## src/hw/rtl/isotp_pkg.sv

```systemverilog
// ----------------------------------------------------------------------------
// ISO-TP reassembler package
// Shared types and codes for the frame reassembler blocks.
// ----------------------------------------------------------------------------
package isotp_pkg;

    localparam int unsigned FRAME_BYTES = 8;
    localparam int unsigned MAX_OUT     = 7;

    localparam logic [3:0] KIND_SINGLE = 4'd0;
    localparam logic [3:0] KIND_FIRST  = 4'd1;
    localparam logic [3:0] KIND_CONSEC = 4'd2;

    localparam logic [1:0] ST_OK       = 2'd0;
    localparam logic [1:0] ST_BAD_TYPE = 2'd1;
    localparam logic [1:0] ST_SHORT    = 2'd2;

    typedef struct packed {
        logic [FRAME_BYTES-1:0][7:0] data;
        logic                        starts_response;
        logic                        ends_response;
    } frame_t;

    typedef struct packed {
        logic [MAX_OUT-1:0][7:0] data;
        logic [2:0]              count;
        logic                    fin;
        logic [1:0]              fin_status;
    } desc_t;

endpackage

```

## src/hw/rtl/isotp_decode.sv

```systemverilog
// ----------------------------------------------------------------------------
// ISO-TP frame decoder
// Classifies one frame, tracks the open message and describes its output.
// ----------------------------------------------------------------------------
module isotp_decode (
    input  logic                  clk,
    input  logic                  rst_n,
    input  isotp_pkg::frame_t     frame,
    input  logic                  consume,
    output isotp_pkg::desc_t      desc
);

    typedef enum logic [1:0] {
        PH_IDLE,
        PH_COLLECT
    } phase_t;

    phase_t      phase_reg;
    phase_t      phase_next;
    logic [11:0] total_reg;
    logic [11:0] total_next;
    logic [11:0] emitted_reg;
    logic [11:0] emitted_next;

    logic [3:0]  kind;
    logic [3:0]  nib;
    logic [11:0] first_total;
    logic [11:0] remain;
    logic [11:0] sum;

    always_comb
    begin
        kind        = frame.data[0][7:4];
        nib         = frame.data[0][3:0];
        first_total = {nib, frame.data[1]};
        remain      = total_reg - emitted_reg;
        sum         = 12'd0;

        phase_next      = phase_reg;
        total_next      = total_reg;
        emitted_next    = emitted_reg;
        desc.count      = 3'd0;
        desc.fin        = 1'b0;
        desc.fin_status = isotp_pkg::ST_OK;
        for (int i = 0; i < int'(isotp_pkg::MAX_OUT); i++)
        begin
            desc.data[i] = frame.data[i + 1];
        end

        if (frame.starts_response)
        begin
            phase_next = PH_IDLE;
            if (kind == isotp_pkg::KIND_SINGLE)
            begin
                desc.count = (nib > 4'd7) ? 3'd7 : nib[2:0];
                desc.fin   = 1'b1;
            end
            else if (kind == isotp_pkg::KIND_FIRST)
            begin
                for (int i = 0; i < int'(isotp_pkg::MAX_OUT) - 1; i++)
                begin
                    desc.data[i] = frame.data[i + 2];
                end
                desc.data[isotp_pkg::MAX_OUT-1] = 8'd0;
                desc.count   = (first_total < 12'd6) ? first_total[2:0] : 3'd6;
                total_next   = first_total;
                emitted_next = {9'd0, desc.count};
                if (emitted_next >= first_total)
                begin
                    desc.fin = 1'b1;
                end
                else if (frame.ends_response)
                begin
                    desc.fin        = 1'b1;
                    desc.fin_status = isotp_pkg::ST_SHORT;
                end
                else
                begin
                    phase_next = PH_COLLECT;
                end
            end
            else
            begin
                desc.fin        = 1'b1;
                desc.fin_status = isotp_pkg::ST_BAD_TYPE;
            end
        end
        else if (phase_reg == PH_COLLECT)
        begin
            if (kind == isotp_pkg::KIND_CONSEC)
            begin
                desc.count   = (remain < 12'd7) ? remain[2:0] : 3'd7;
                sum          = emitted_reg + {9'd0, desc.count};
                emitted_next = sum;
                if (sum >= total_reg)
                begin
                    desc.fin   = 1'b1;
                    phase_next = PH_IDLE;
                end
                else if (frame.ends_response)
                begin
                    desc.fin        = 1'b1;
                    desc.fin_status = isotp_pkg::ST_SHORT;
                    phase_next      = PH_IDLE;
                end
            end
            else if (frame.ends_response)
            begin
                desc.fin        = 1'b1;
                desc.fin_status = isotp_pkg::ST_SHORT;
                phase_next      = PH_IDLE;
            end
        end
    end

    always_ff @(posedge clk or negedge rst_n)
    begin
        if (!rst_n)
        begin
            phase_reg   <= PH_IDLE;
            total_reg   <= 12'd0;
            emitted_reg <= 12'd0;
        end
        else if (consume)
        begin
            phase_reg   <= phase_next;
            total_reg   <= total_next;
            emitted_reg <= emitted_next;
        end
    end

endmodule

```

## src/hw/rtl/isotp_emit.sv

```systemverilog
// ----------------------------------------------------------------------------
// ISO-TP byte emitter
// Holds one frame description; emits its results one per cycle unless stalled.
// ----------------------------------------------------------------------------
module isotp_emit (
    input  logic              clk,
    input  logic              rst_n,
    input  logic              load_valid,
    input  isotp_pkg::desc_t  desc,
    output logic              load_ready,
    output logic              out_valid,
    input  logic              out_stall,
    output logic [7:0]        data_byte,
    output logic              byte_valid,
    output logic              last_in_message,
    output logic [1:0]        status
);

    logic             active_reg;
    isotp_pkg::desc_t desc_reg;
    logic [2:0]       idx_reg;
    logic [2:0]       total;
    logic             last_beat;
    logic             has_results;

    assign total       = desc_reg.count +
                         {2'd0, (desc_reg.fin && (desc_reg.count == 3'd0))};
    assign last_beat   = (idx_reg == total - 3'd1);
    assign load_ready  = !active_reg || (!out_stall && last_beat);
    assign has_results = (desc.count != 3'd0) || desc.fin;

    always_ff @(posedge clk or negedge rst_n)
    begin
        if (!rst_n)
        begin
            active_reg <= 1'b0;
            idx_reg    <= 3'd0;
        end
        else if (load_ready)
        begin
            active_reg <= load_valid && has_results;
            idx_reg    <= 3'd0;
        end
        else if (!out_stall)
        begin
            idx_reg <= idx_reg + 3'd1;
        end
    end

    always_ff @(posedge clk)
    begin
        if (load_ready && load_valid)
        begin
            desc_reg <= desc;
        end
    end

    always_comb
    begin
        out_valid       = active_reg;
        byte_valid      = (idx_reg < desc_reg.count);
        data_byte       = byte_valid ? desc_reg.data[idx_reg] : 8'd0;
        last_in_message = desc_reg.fin && last_beat;
        status          = last_in_message ? desc_reg.fin_status : isotp_pkg::ST_OK;
    end

endmodule

```

## src/hw/rtl/isotp_frame_reassembler.sv

```systemverilog
// ----------------------------------------------------------------------------
// ISO-TP frame reassembler
// Rebuilds a message's payload bytes from single, first and consecutive frames.
// ----------------------------------------------------------------------------
// Each accepted frame is held in an input register, decoded combinationally
// and handed to the emitter, which delivers its result items one per cycle
// while out_stall is low: a frame yields at most seven result items, and a
// frame that yields none is consumed without occupying the emitter. The next
// frame is taken into the input register while the emitter still works, and
// the emitter takes its description with the current frame's last item.
// Consecutive-frame sequence numbers are not checked.
module isotp_frame_reassembler (
    input  logic       clk,
    input  logic       rst_n,
    input  logic       in_valid,
    output logic       in_stall,
    input  logic [7:0] frame_byte0,
    input  logic [7:0] frame_byte1,
    input  logic [7:0] frame_byte2,
    input  logic [7:0] frame_byte3,
    input  logic [7:0] frame_byte4,
    input  logic [7:0] frame_byte5,
    input  logic [7:0] frame_byte6,
    input  logic [7:0] frame_byte7,
    input  logic       starts_response,
    input  logic       ends_response,
    output logic       out_valid,
    input  logic       out_stall,
    output logic [7:0] data_byte,
    output logic       byte_valid,
    output logic       last_in_message,
    output logic [1:0] status
);

    logic              in_valid_reg;
    isotp_pkg::frame_t frame_reg;
    isotp_pkg::desc_t  desc;
    logic              load_ready;
    logic              consume;
    logic              accept;

    assign consume  = in_valid_reg && load_ready;
    assign in_stall = in_valid_reg && !load_ready;
    assign accept   = in_valid && !in_stall;

    always_ff @(posedge clk or negedge rst_n)
    begin
        if (!rst_n)
        begin
            in_valid_reg <= 1'b0;
        end
        else if (accept)
        begin
            in_valid_reg <= 1'b1;
        end
        else if (consume)
        begin
            in_valid_reg <= 1'b0;
        end
    end

    always_ff @(posedge clk)
    begin
        if (accept)
        begin
            frame_reg.data            <= {frame_byte7, frame_byte6, frame_byte5, frame_byte4,
                                          frame_byte3, frame_byte2, frame_byte1, frame_byte0};
            frame_reg.starts_response <= starts_response;
            frame_reg.ends_response   <= ends_response;
        end
    end

    isotp_decode u_decode (
        .clk     (clk),
        .rst_n   (rst_n),
        .frame   (frame_reg),
        .consume (consume),
        .desc    (desc)
    );

    isotp_emit u_emit (
        .clk             (clk),
        .rst_n           (rst_n),
        .load_valid      (in_valid_reg),
        .desc            (desc),
        .load_ready      (load_ready),
        .out_valid       (out_valid),
        .out_stall       (out_stall),
        .data_byte       (data_byte),
        .byte_valid      (byte_valid),
        .last_in_message (last_in_message),
        .status          (status)
    );

endmodule

```

## config.mk

```make
export PLATFORM = sky130hd
export DESIGN_NAME = isotp_frame_reassembler
export DESIGN_NICKNAME = d
export VERILOG_FILES = /design/src/hw/rtl/isotp_pkg.sv /design/src/hw/rtl/isotp_decode.sv /design/src/hw/rtl/isotp_emit.sv /design/src/hw/rtl/isotp_frame_reassembler.sv
export SDC_FILE = /design/constraint.sdc
export NUM_CORES = 1
export LEC_CHECK = 0
export BUFFER_PORTS_ARGS = -buffer_cell sky130_fd_sc_hd__buf_2
export CAP_MARGIN = 20
export CELL_PAD_IN_SITES_DETAIL_PLACEMENT = 1
export CELL_PAD_IN_SITES_GLOBAL_PLACEMENT = 2
export CORE_UTILIZATION = 41
export DETAILED_ROUTE_END_ITERATION = 12
export PLACE_DENSITY = 0.83
export REMOVE_ABC_BUFFERS = 1
export SYNTH_ARGS = -nofsm -noshare
export SYNTH_HDL_FRONTEND = slang
export SYNTH_SLANG_ARGS = --single-unit
```

## constraint.sdc

```tcl
create_clock -name clk -period 5.2 [get_ports clk]
set_input_delay 1.04 -clock clk [delete_from_list [all_inputs] [get_ports clk]]
set_output_delay 1.04 -clock clk [all_outputs]
set_load 0.01 [all_outputs]
```

==> results of run 1 <==
kinds of logic (layout without fill, tap and decap cells):
family | Yosys count | count (layout)
and+or+nand+nor | 115 | 115
DFF | 159 | 159
muxes | 79 | 79
AOI/OAI and AO/OA | 101 | 101
buffers and inverters | 64 | 186
adders and majority gates | 34 | 34
xor gates and xnor gates | 20 | 20
what timing repair did:
| action | CTS | global route |
|---|---|---|
| setup endpoints to repair | 4 | 4 |
| buffers inserted | 0 | 9 |
| pin swaps | 1 | 30 |
| gates resized for setup | 10 | 41 |
layout make-up:
cell class,instances,area [um2]
Clock buffer,17,425
Clock inverter,15,196
Inverter,41,154
Multi-Input combinational cell,349,3090
Tap cell,229,287
Fill cell,1847,8860
Timing Repair Buffer,113,641
Sequential cell,159,4620
critical path: stages (launching register included):
cell	delay, ps
dfrtp_1	380
inv_1	60
ha_2	180
inv_2	40
fa_2	420
a211oi_2	290
o21bai_1	120
a21oi_1	140
o21a_1	170
mux2i_2	250
buf_4	150
nand3b_1	170
ha_4	300
a21oi_2	150
nand2_2	70
and3_4	180
and3_4	200
xnor2_2	150
ha_1	340
and4_1	210
o21ai_2	50
o31a_1	250
o21ai_2	210
buf_4	140
a21oi_2	50
o31ai_2	280
o41ai_2	150
through the flow:
step	instances	util (%)	hold WS [ps]	total power, mW
2_1_floorplan	549	-	460	3.57
3_3_place_gp	883	46.6	483	4.24
3_5_place_dp	883	46.6	518	4.37
4_1_cts	915	50.2	535	5.69
5_1_grt	923	51.5	560	6.17
6_report	923	51.5	534	5.83
path summary, 6_finish.rpt:
| path | end | cells past startpoint | start | slack [ps] |
|---|---|---|---|---|
| max | u_decode.phase_reg[0] | 26 | u_decode.total_reg[0] | -50 |
| min | u_decode.phase_reg[1] | 1 | u_decode.phase_reg[1] | 530 |
| max reg2reg | u_decode.phase_reg[0] | 26 | u_decode.total_reg[0] | -50 |
| min reg2reg | u_decode.phase_reg[1] | 1 | u_decode.phase_reg[1] | 530 |
| max in group asynchronous | u_emit.out_valid | 1 | rst_n | 4020 |
| min in group asynchronous | u_decode.emitted_reg[5] | 1 | rst_n | 690 |
Yosys cell counts (2+ instances only):
library cell	n	share of area [%]
nand3_1	12	0.77
mux2_2	60	8.7
a31oi_1	3	0.24
inv_1	40	1.9
xnor2_1	15	1.7
and3_1	7	0.56
nor2b_1	6	0.48
and2_1	13	1.0
o21a_1	4	0.39
nor4_1	2	0.16
a21oi_1	16	1.0
nor3b_1	2	0.19
a21o_1	6	0.58
dfrtp_1	31	10
o31a_1	2	0.23
edfxtp_1	128	49
nor3_1	9	0.58
a21boi_0	2	0.19
mux2i_1	11	1.4
fa_1	2	0.52
mux4_2	8	2.3
o21ai_1	3	0.19
a32o_1	8	1.0
o2111ai_1	2	0.23
o41ai_1	2	0.23
clkbuf_1	13	0.63
buf_6	4	0.58
nand4_1	3	0.24
nand2_1	25	1.2
o31ai_1	2	0.19
xor2_1	5	0.56
o211ai_1	9	0.87
o21ai_0	24	1.5
a2111oi_0	2	0.23
buf_2	4	0.26
nor2_1	22	1.1
ha_1	32	5.2
nand2b_1	5	0.40
nand3b_1	2	0.19
a211oi_1	6	0.58
per-layer routing:
| layer | vias up | wire length, um | track usage, % |
|---|---|---|---|
| met5 | - | 0 | 0 |
| met4 | 0 | 288 | 5.21 |
| met3 | 24 | 705 | 4.13 |
| met2 | 114 | 10200 | 37.1 |
| met1 | 2548 | 7860 | 24.4 |
| li1 | 2375 | - | - |
power breakdown:
part	internal (mW)	switching [mW]	leakage (nW)
registers	1.96	0.260	1.60
clock network	0.694	0.575	0.292
logic	1.01	1.33	1.82
==> flow_metrics.env, run 1 <==
export IMPL_synth_simple_area_share_pct=7.76
export IMPL_synth_top_family_by_area="multiplexers"
export IMPL_dr_pass1_iters=4
export IMPL_place_gp_congestion=0.902
export IMPL_synth_seq_cells=159
export IMPL_slew_headroom_pct=37.2
export IMPL_cp_max_fo=3
export IMPL_p_leak_nw=3.71
export IMPL_arrival_ps=5540
export IMPL_grt_pass1_wl_mm=29.8
export IMPL_area_delta_synth_final_pct=21.1
export IMPL_hpwl_mm=13.0
export IMPL_postCtsHoldBufs=0
export IMPL_clk_pin_slew_ps=70
export IMPL_grt_pass1_vias=5524
export IMPL_synthArstFlopShare_pct=19.5
export IMPL_layout_common_cells="edfxtp_1, buf_2, mux2_2"
export IMPL_num_vias=5061
export IMPL_dpl_instance_area_um2=8520
export IMPL_worstSkewPairLatency_ps=430
export IMPL_ctsHtreeMaxLevel=4
export IMPL_synth_edf_count=128
export IMPL_io_buffer_count=83
export IMPL_largest_reg_flops=66
export IMPL_cts_buffer_depth=2
export IMPL_synth_flop_cell="edfxtp_1"
export IMPL_setup_tns_ps=-58.2
export IMPL_post_route_cell_area_um2=9410
export IMPL_ys_warnings_count=0
export IMPL_required_ps=5480
export IMPL_synthAdderAreaFrac_pct=5.67
export IMPL_clock_fmax_mhz=190
export IMPL_cts_inserted_buffers=17
export IMPL_drt_iter0_drc=247
export IMPL_cap_violations=0
export IMPL_status="finished, violations left"
export IMPL_dieArea_um2=19500
export IMPL_syn_avg_cell_area_um2=13.6
export IMPL_rows=49
export IMPL_drv_slew=0
export IMPL_period_minus_slack_ps=5250
export IMPL_mostFrequentLayoutCell="edfxtp_1"
export IMPL_drt_total_wl_mm=19.1
export IMPL_clkSinkCount=159
export IMPL_wire_per_inst_um=20.7
export IMPL_pre_cts_slack_ps=-248
export IMPL_vdd_drop_max_mv=0.326
export IMPL_hold_viol_final=0
export IMPL_rsz0062_at_grt="true"
export IMPL_n_antenna_cell=0
export IMPL_die_x_um=140
export IMPL_final_layout_size_suffix_gt1_share_pct=37.9
export IMPL_start_util_pct=42.5
export IMPL_hold_path_class="reg -> reg"
export IMPL_skew_ps=13.4
export IMPL_setup_ws_ps=-51.5
export IMPL_violations="negative setup slack"
export IMPL_yosysUniqueCellTypes=60
export IMPL_grt_use_total_pct=20.3
export IMPL_critPathKind="reg -> reg"
export IMPL_grt_max_degree=72
export IMPL_tightest_slew_ps=942
export IMPL_final_antenna_net_count=0
export IMPL_timing_final_crit_share_pct=101
export IMPL_antenna_found_initial=0
export IMPL_cp_end_kind="register"
export IMPL_setup_violations=2
export IMPL_cts_tree="built"
export IMPL_nets=785
export IMPL_synth_xor_xnor_area_share_pct=2.25
export IMPL_synthCells=572
export IMPL_critPathLaunchType="register"
export IMPL_p_per_area_nw_per_um2=619
export IMPL_ys_seq_area_share_pct=59.5
export IMPL_drcViolationCount=0
export IMPL_overflow=0
export IMPL_synthMuxAreaShare_pct=12.4
export IMPL_die_h_um=140
export IMPL_cts_root_buffer="clkbuf_16"
export IMPL_ios=84
export IMPL_netlist_area_um2=7770
export IMPL_core_um2=18300
export IMPL_via_per_inst=5.48
export IMPL_synth_compound_area_share_pct=8.87
(Power assumes the default switching activity.)
==> run 2: changes to the inputs <==
- CAP_MARGIN: 20 -> not set
- PLACE_DENSITY: 0.83 -> not set
- PLACE_DENSITY_LB_ADDON: not set -> 0.1
- TNS_END_PERCENT: not set -> 30
==> run 2 against run 1 <==
  * The flow now finishes without violations
  * Routed wire length down 3.5%
  * Die area is the same
  * Via count fell by 1.1%
  * Design area up 0.16%
  * Utilization rose by 0.082 points
  * Largest cell class unchanged
  * Total power fell by 0.89%
  * First-iteration DRC count is 19% lower
  * Clock-buffer cell count up 1
  * Final cell count grew 0.76%
  * Critical path type unchanged
  * Non-clock buffer count up 7
  * Sequential share of layout area fell by 0.078 points
  * Sequential power fell by 2%
==> flow_metrics.env, run 2 (synthesis gave the netlist of run 1 again) <==
export IMPL_status="completed"
export IMPL_hold_viol_final=0
export IMPL_cts_inserted_buffers=17
export IMPL_cts_buffer_depth=2
export IMPL_largest_reg_flops=66
export IMPL_cp_max_fo=3
export IMPL_placed_cells=892
export IMPL_setup_ws_ps=85.5
export IMPL_grt_pass1_vias=5399
export IMPL_nets=792
export IMPL_fillerInstances=1876
export IMPL_dr_pass1_iters=4
export IMPL_mostFrequentLayoutCell="edfxtp_1"
export IMPL_final_layout_size_suffix_gt1_share_pct=37.4
export IMPL_period_minus_slack_ps=5110
export IMPL_critPathLaunchType="register"
export IMPL_p_leak_nw=3.72
export IMPL_clkSinkCount=159
export IMPL_met3_usage_pct=3.85
export IMPL_drcViolationCount=0
export IMPL_cts_tree="built"
export IMPL_use_met1_pct=24.6
export IMPL_grt_use_met2_pct=34.8
export IMPL_grt_use_total_pct=19.9
export IMPL_cap_violations=0
export IMPL_slew_headroom_pct=33.5
export IMPL_final_core_util_pct=51.6
export IMPL_grt_pass1_wl_mm=29.0
export IMPL_holdWs_ps=507
export IMPL_drt_iter0_drc=199
export IMPL_seqPwrFrac_pct=37.7
export IMPL_start_util_pct=42.5
export IMPL_clock_fmax_mhz=196
export IMPL_area_delta_synth_final_pct=21.3
export IMPL_rows=49
export IMPL_num_vias=5005
export IMPL_postCtsHoldBufs=0
export IMPL_clk_pin_slew_ps=70
export IMPL_dieArea_um2=19500
export IMPL_drv_slew=0
export IMPL_intPower_mw=3.65
export IMPL_pre_cts_slack_ps=-141
export IMPL_n_antenna_cell=0
export IMPL_grt_busiest_layer="met2"
export IMPL_rsz0062_at_grt="true"
export IMPL_core_um2=18300
export IMPL_tightest_slew_ps=996
export IMPL_setup_violations=0
export IMPL_cts_root_buffer="clkbuf_16"
export IMPL_hpwl_mm=13.0
export IMPL_fin_cells=930
export IMPL_grt_max_degree=59
export IMPL_critPathKind="reg -> reg"
export IMPL_place_gp_congestion=0.782
export IMPL_die_h_um=140
export IMPL_p_per_area_nw_per_um2=613
export IMPL_layout_common_cells="edfxtp_1, buf_2, mux2_2"
export IMPL_final_antenna_net_count=0
export IMPL_hold_path_class="reg -> reg"
export IMPL_comb_power_share_pct=41.2
export IMPL_swShare_pct=36.7
export IMPL_ctsHtreeMaxLevel=4
export IMPL_antenna_found_initial=0
export IMPL_vdd_drop_max_mv=0.309
export IMPL_arrival_ps=5390
export IMPL_io_buffer_count=83
export IMPL_timing_final_crit_share_pct=98.4
export IMPL_worstSkewPairLatency_ps=430
export IMPL_required_ps=5480
export IMPL_cp_end_kind="register"
export IMPL_drt_total_wl_mm=18.4
export IMPL_crit_path_top_delay_cell="fa_2"
export IMPL_power_frac_clock_pct=21.1
export IMPL_overflow=0
export IMPL_via_per_inst=5.38
export IMPL_critPathMaxStageDelay_ps=440
export IMPL_die_x_um=140
export IMPL_wire_per_inst_um=19.8
export IMPL_skew_ps=10.4
export IMPL_ios=84
export IMPL_netSwitchingPower_mw=2.12
## run 2: changes by cell type in the layout (fill, tap and decap cells not counted), sizes merged
cell      change
buf           +7
clkbuf        +1
clkinv        -1
clkinvlp      -2
inv           +2
## run 2: worst max-delay path: cells and delay by family, from the launching register on
family          cells  cell delay (ps)
compound gates     10             1580
simple gates        8             1360
fa+ha+maj           4             1120
flops               1              390
mux                 1              270
xor+xnor            1              140
buf+inv             2              100
## run 2: stage by stage
stage          TNS (ps)  area [um2]  power [mW]
2_1_floorplan         0        7650        3.57
3_3_place_gp          0        8590        4.32
3_5_place_dp       -199        8590        4.40
4_1_cts               0        9190        5.68
5_1_grt            -759        9420        6.17
6_report              0        9420        5.78
## run 2: worst paths after layout
kind | slack (ps) | cells after the start | start | end
max | 90 | 26 | u_decode.total_reg[0] | u_emit.out_valid
min | 510 | 1 | frame_reg[0] | u_decode.phase_reg[0]
max reg2reg | 90 | 26 | u_decode.total_reg[0] | u_emit.out_valid
min reg2reg | 510 | 1 | frame_reg[0] | u_decode.phase_reg[0]
max in group asynchronous | 4010 | 1 | rst_n | u_emit.idx_reg[1]
min in group asynchronous | 690 | 1 | rst_n | u_decode.emitted_reg[2]
## run 2: layout make-up
class	count	area, um2	share of cell area, %
clock inverter	14	149	1.58
clock buffer	18	429	4.55
sequential	159	4620	49.0
timing repair buffer	120	693	7.36
tap	229	287	3.04
multi-input combinational	349	3090	32.8
inverter	41	154	1.63
## run 2: routing by layer
metal  vias to the layer above  share of wire (%)
met4                         0                1.4
met3                        17                2.6
met2                        91                 52
met5                         -                  0
li1                       2386                  -
met1                      2511                 44
## run 2: repair_timing
item	CTS	global route
setup endpoints to repair	4	4
pin swaps	1	29
buffers inserted	0	6
gates resized for setup	7	36
## run 2: power groups by stage
stage / sequential (mW) / clock, mW / combinational, mW
after floorplan: 2.15 / 0 / 1.41
after global placement: 2.18 / 0 / 2.14
after detailed placement: 2.21 / 0 / 2.20
after CTS: 2.18 / 1.25 / 2.24
after global routing: 2.23 / 1.30 / 2.65
final: 2.18 / 1.22 / 2.38
==> run 3: changes to the inputs <==
- RECOVER_POWER: not set -> 100
- SLEW_MARGIN: not set -> 0
==> run 3 against run 2 <==
  * The run now ends with max-capacitance violations, max-slew violations left
  * Sequential power hardly changed
  * Routed wire length is 0.37% higher
  * Clock skew is 1.8 ps lower
  * Non-clock buffer count stayed put
  * Combinational power hardly changed
  * Largest cell class unchanged
  * Design area is 0.13% lower
  * Clock power hardly changed
  * Highest routed layer unchanged
  * First-iteration DRC count is 0.50% lower
==> flow_metrics.env, run 3 (synthesis gave the netlist of run 1 again) <==
export IMPL_status="finished, violations left"
export IMPL_violations="max-capacitance violations, max-slew violations"
export IMPL_drcViolationCount=0
export IMPL_cts_root_buffer="clkbuf_16"
export IMPL_comb_power_share_pct=41.2
export IMPL_final_layout_size_suffix_gt1_share_pct=35.7
export IMPL_fillerInstances=1876
export IMPL_setup_ws_ps=78.5
export IMPL_setup_violations=0
export IMPL_cts_tree="built"
export IMPL_final_antenna_net_count=0
export IMPL_place_gp_congestion=0.782
export IMPL_slew_headroom_pct=-25.6
export IMPL_grt_pass1_wl_mm=29.0
export IMPL_seqPwrFrac_pct=37.7
export IMPL_p_per_area_nw_per_um2=614
export IMPL_clock_fmax_mhz=195
export IMPL_ctsHtreeMaxLevel=4
export IMPL_grt_pass1_vias=5399
export IMPL_clkSinkCount=159
export IMPL_netSwitchingPower_mw=2.13
export IMPL_rows=49
export IMPL_via_per_inst=5.40
export IMPL_rsz0062_at_grt="true"
export IMPL_critPathLaunchType="register"
export IMPL_grt_use_total_pct=19.9
export IMPL_core_um2=18300
export IMPL_clk_pin_slew_ps=70
export IMPL_overflow=0
export IMPL_critPathKind="reg -> reg"
export IMPL_dr_pass1_iters=4
export IMPL_io_buffer_count=83
export IMPL_arrival_ps=5400
export IMPL_cts_buffer_depth=2
export IMPL_cp_end_kind="register"
export IMPL_wire_per_inst_um=19.9
export IMPL_antenna_found_initial=0
export IMPL_mostFrequentLayoutCell="edfxtp_1"
export IMPL_post_route_cell_area_um2=9410
export IMPL_cp_max_fo=3
export IMPL_dpl_instance_area_um2=8590
export IMPL_p_leak_nw=3.70
export IMPL_postCtsHoldBufs=0
export IMPL_nets=792
export IMPL_hpwl_mm=13.0
export IMPL_die_x_um=140
export IMPL_power_frac_clock_pct=21.1
export IMPL_start_util_pct=42.5
export IMPL_dieArea_um2=19500
export IMPL_vdd_drop_max_mv=0.309
export IMPL_hold_viol_final=0
export IMPL_tightest_slew_ps=1880
export IMPL_required_ps=5480
export IMPL_fin_cells=930
export IMPL_setup_tns_ps=0
export IMPL_pre_cts_slack_ps=-141
export IMPL_n_antenna_cell=0
export IMPL_finalPower_mw=5.78
export IMPL_die_h_um=140
export IMPL_period_minus_slack_ps=5120
export IMPL_ios=84
export IMPL_grt_max_degree=59
export IMPL_drt_iter0_drc=198
export IMPL_drt_total_wl_mm=18.5
export IMPL_holdWs_ps=506
export IMPL_intPower_mw=3.65
export IMPL_placed_cells=892
export IMPL_num_vias=5025
export IMPL_skew_ps=8.59
export IMPL_timing_final_crit_share_pct=98.5
export IMPL_worstSkewPairLatency_ps=430
export IMPL_area_delta_synth_final_pct=21.1
export IMPL_layout_common_cells="edfxtp_1, buf_2, mux2_2"
export IMPL_hold_path_class="reg -> reg"
export IMPL_drv_slew=32
export IMPL_swShare_pct=36.8
export IMPL_largest_reg_flops=66
export IMPL_cts_inserted_buffers=17
export IMPL_final_core_util_pct=51.5
export IMPL_cap_violations=1
==> run 3: cell types whose count changed in the layout (fill, tap and decap cells not counted), sizes merged <==
cell / before / now
clkbuf: 18 / 27
buf: 120 / 111
==> run 3: path summary, 6_finish.rpt <==
path / start / to / slack [ps] / cells past startpoint
max in group asynchronous: rst_n / u_decode.emitted_reg[8] / 2990 / 1
worst max-delay path: u_decode.total_reg[0] / u_emit.out_valid / 80 / 26
worst max register to register: u_decode.total_reg[0] / u_emit.out_valid / 80 / 26
min in group asynchronous: rst_n / u_decode.emitted_reg[2] / 1120 / 1
worst min-delay path: frame_reg[0] / u_decode.phase_reg[0] / 510 / 1
worst min register to register: frame_reg[0] / u_decode.phase_reg[0] / 510 / 1
==> run 3: what timing repair did <==
action | 4_1_cts | 5_1_grt
buffers inserted | 0 | 6
pin swaps | 1 | 29
gates resized for setup | 7 | 36
endpoints found under the setup margin | 4 | 4
==> run 3: area by class of cell <==
type	instances	area (um2)	area share [%]
Sequential cell	159	4620	49.1
Multi-Input combinational cell	349	3090	32.9
Timing Repair Buffer	120	682	7.25
Clock buffer	18	429	4.56
Tap cell	229	287	3.04
Inverter	41	154	1.64
Clock inverter	14	149	1.58
==> run 3: power by group through the flow <==
| stage | clock [mW] | sequential, mW | combinational, mW |
|---|---|---|---|
| floorplan | 0 | 2.15 | 1.41 |
| global placement | 0 | 2.18 | 2.14 |
| detailed placement | 0 | 2.21 | 2.20 |
| CTS | 1.25 | 2.18 | 2.24 |
| global route | 1.30 | 2.23 | 2.64 |
| finish | 1.22 | 2.18 | 2.38 |
==> run 3: metal layers <==
layer / GRT usage [%] / share of wire, % / vias to the layer above / wire length (um)
met5: 0 / 0 / - / 0
met3: 3.85 / 2.8 / 22 / 521
met1: 24.6 / 44 / 2527 / 8060
li1: - / - / 2385 / -
met4: 6.77 / 1.7 / 0 / 319
met2: 34.8 / 52 / 91 / 9580
==> run 3: critical path, cell delays in order (launching register included) <==
cell,delay (ps)
dfrtp_1,390
inv_1,60
ha_2,180
inv_2,40
fa_2,440
a211oi_4,290
o21bai_1,90
a21oi_1,150
o21a_1,170
mux2i_2,270
nand3_1,140
or2_4,300
ha_4,270
nand3_1,70
nand2_1,90
and3_4,190
and3_4,230
xnor2_4,140
ha_4,230
a211o_1,280
a31oi_1,170
o31a_1,190
o21ai_2,90
nand3_2,90
a21oi_2,60
nor4_2,260
a21oi_1,90
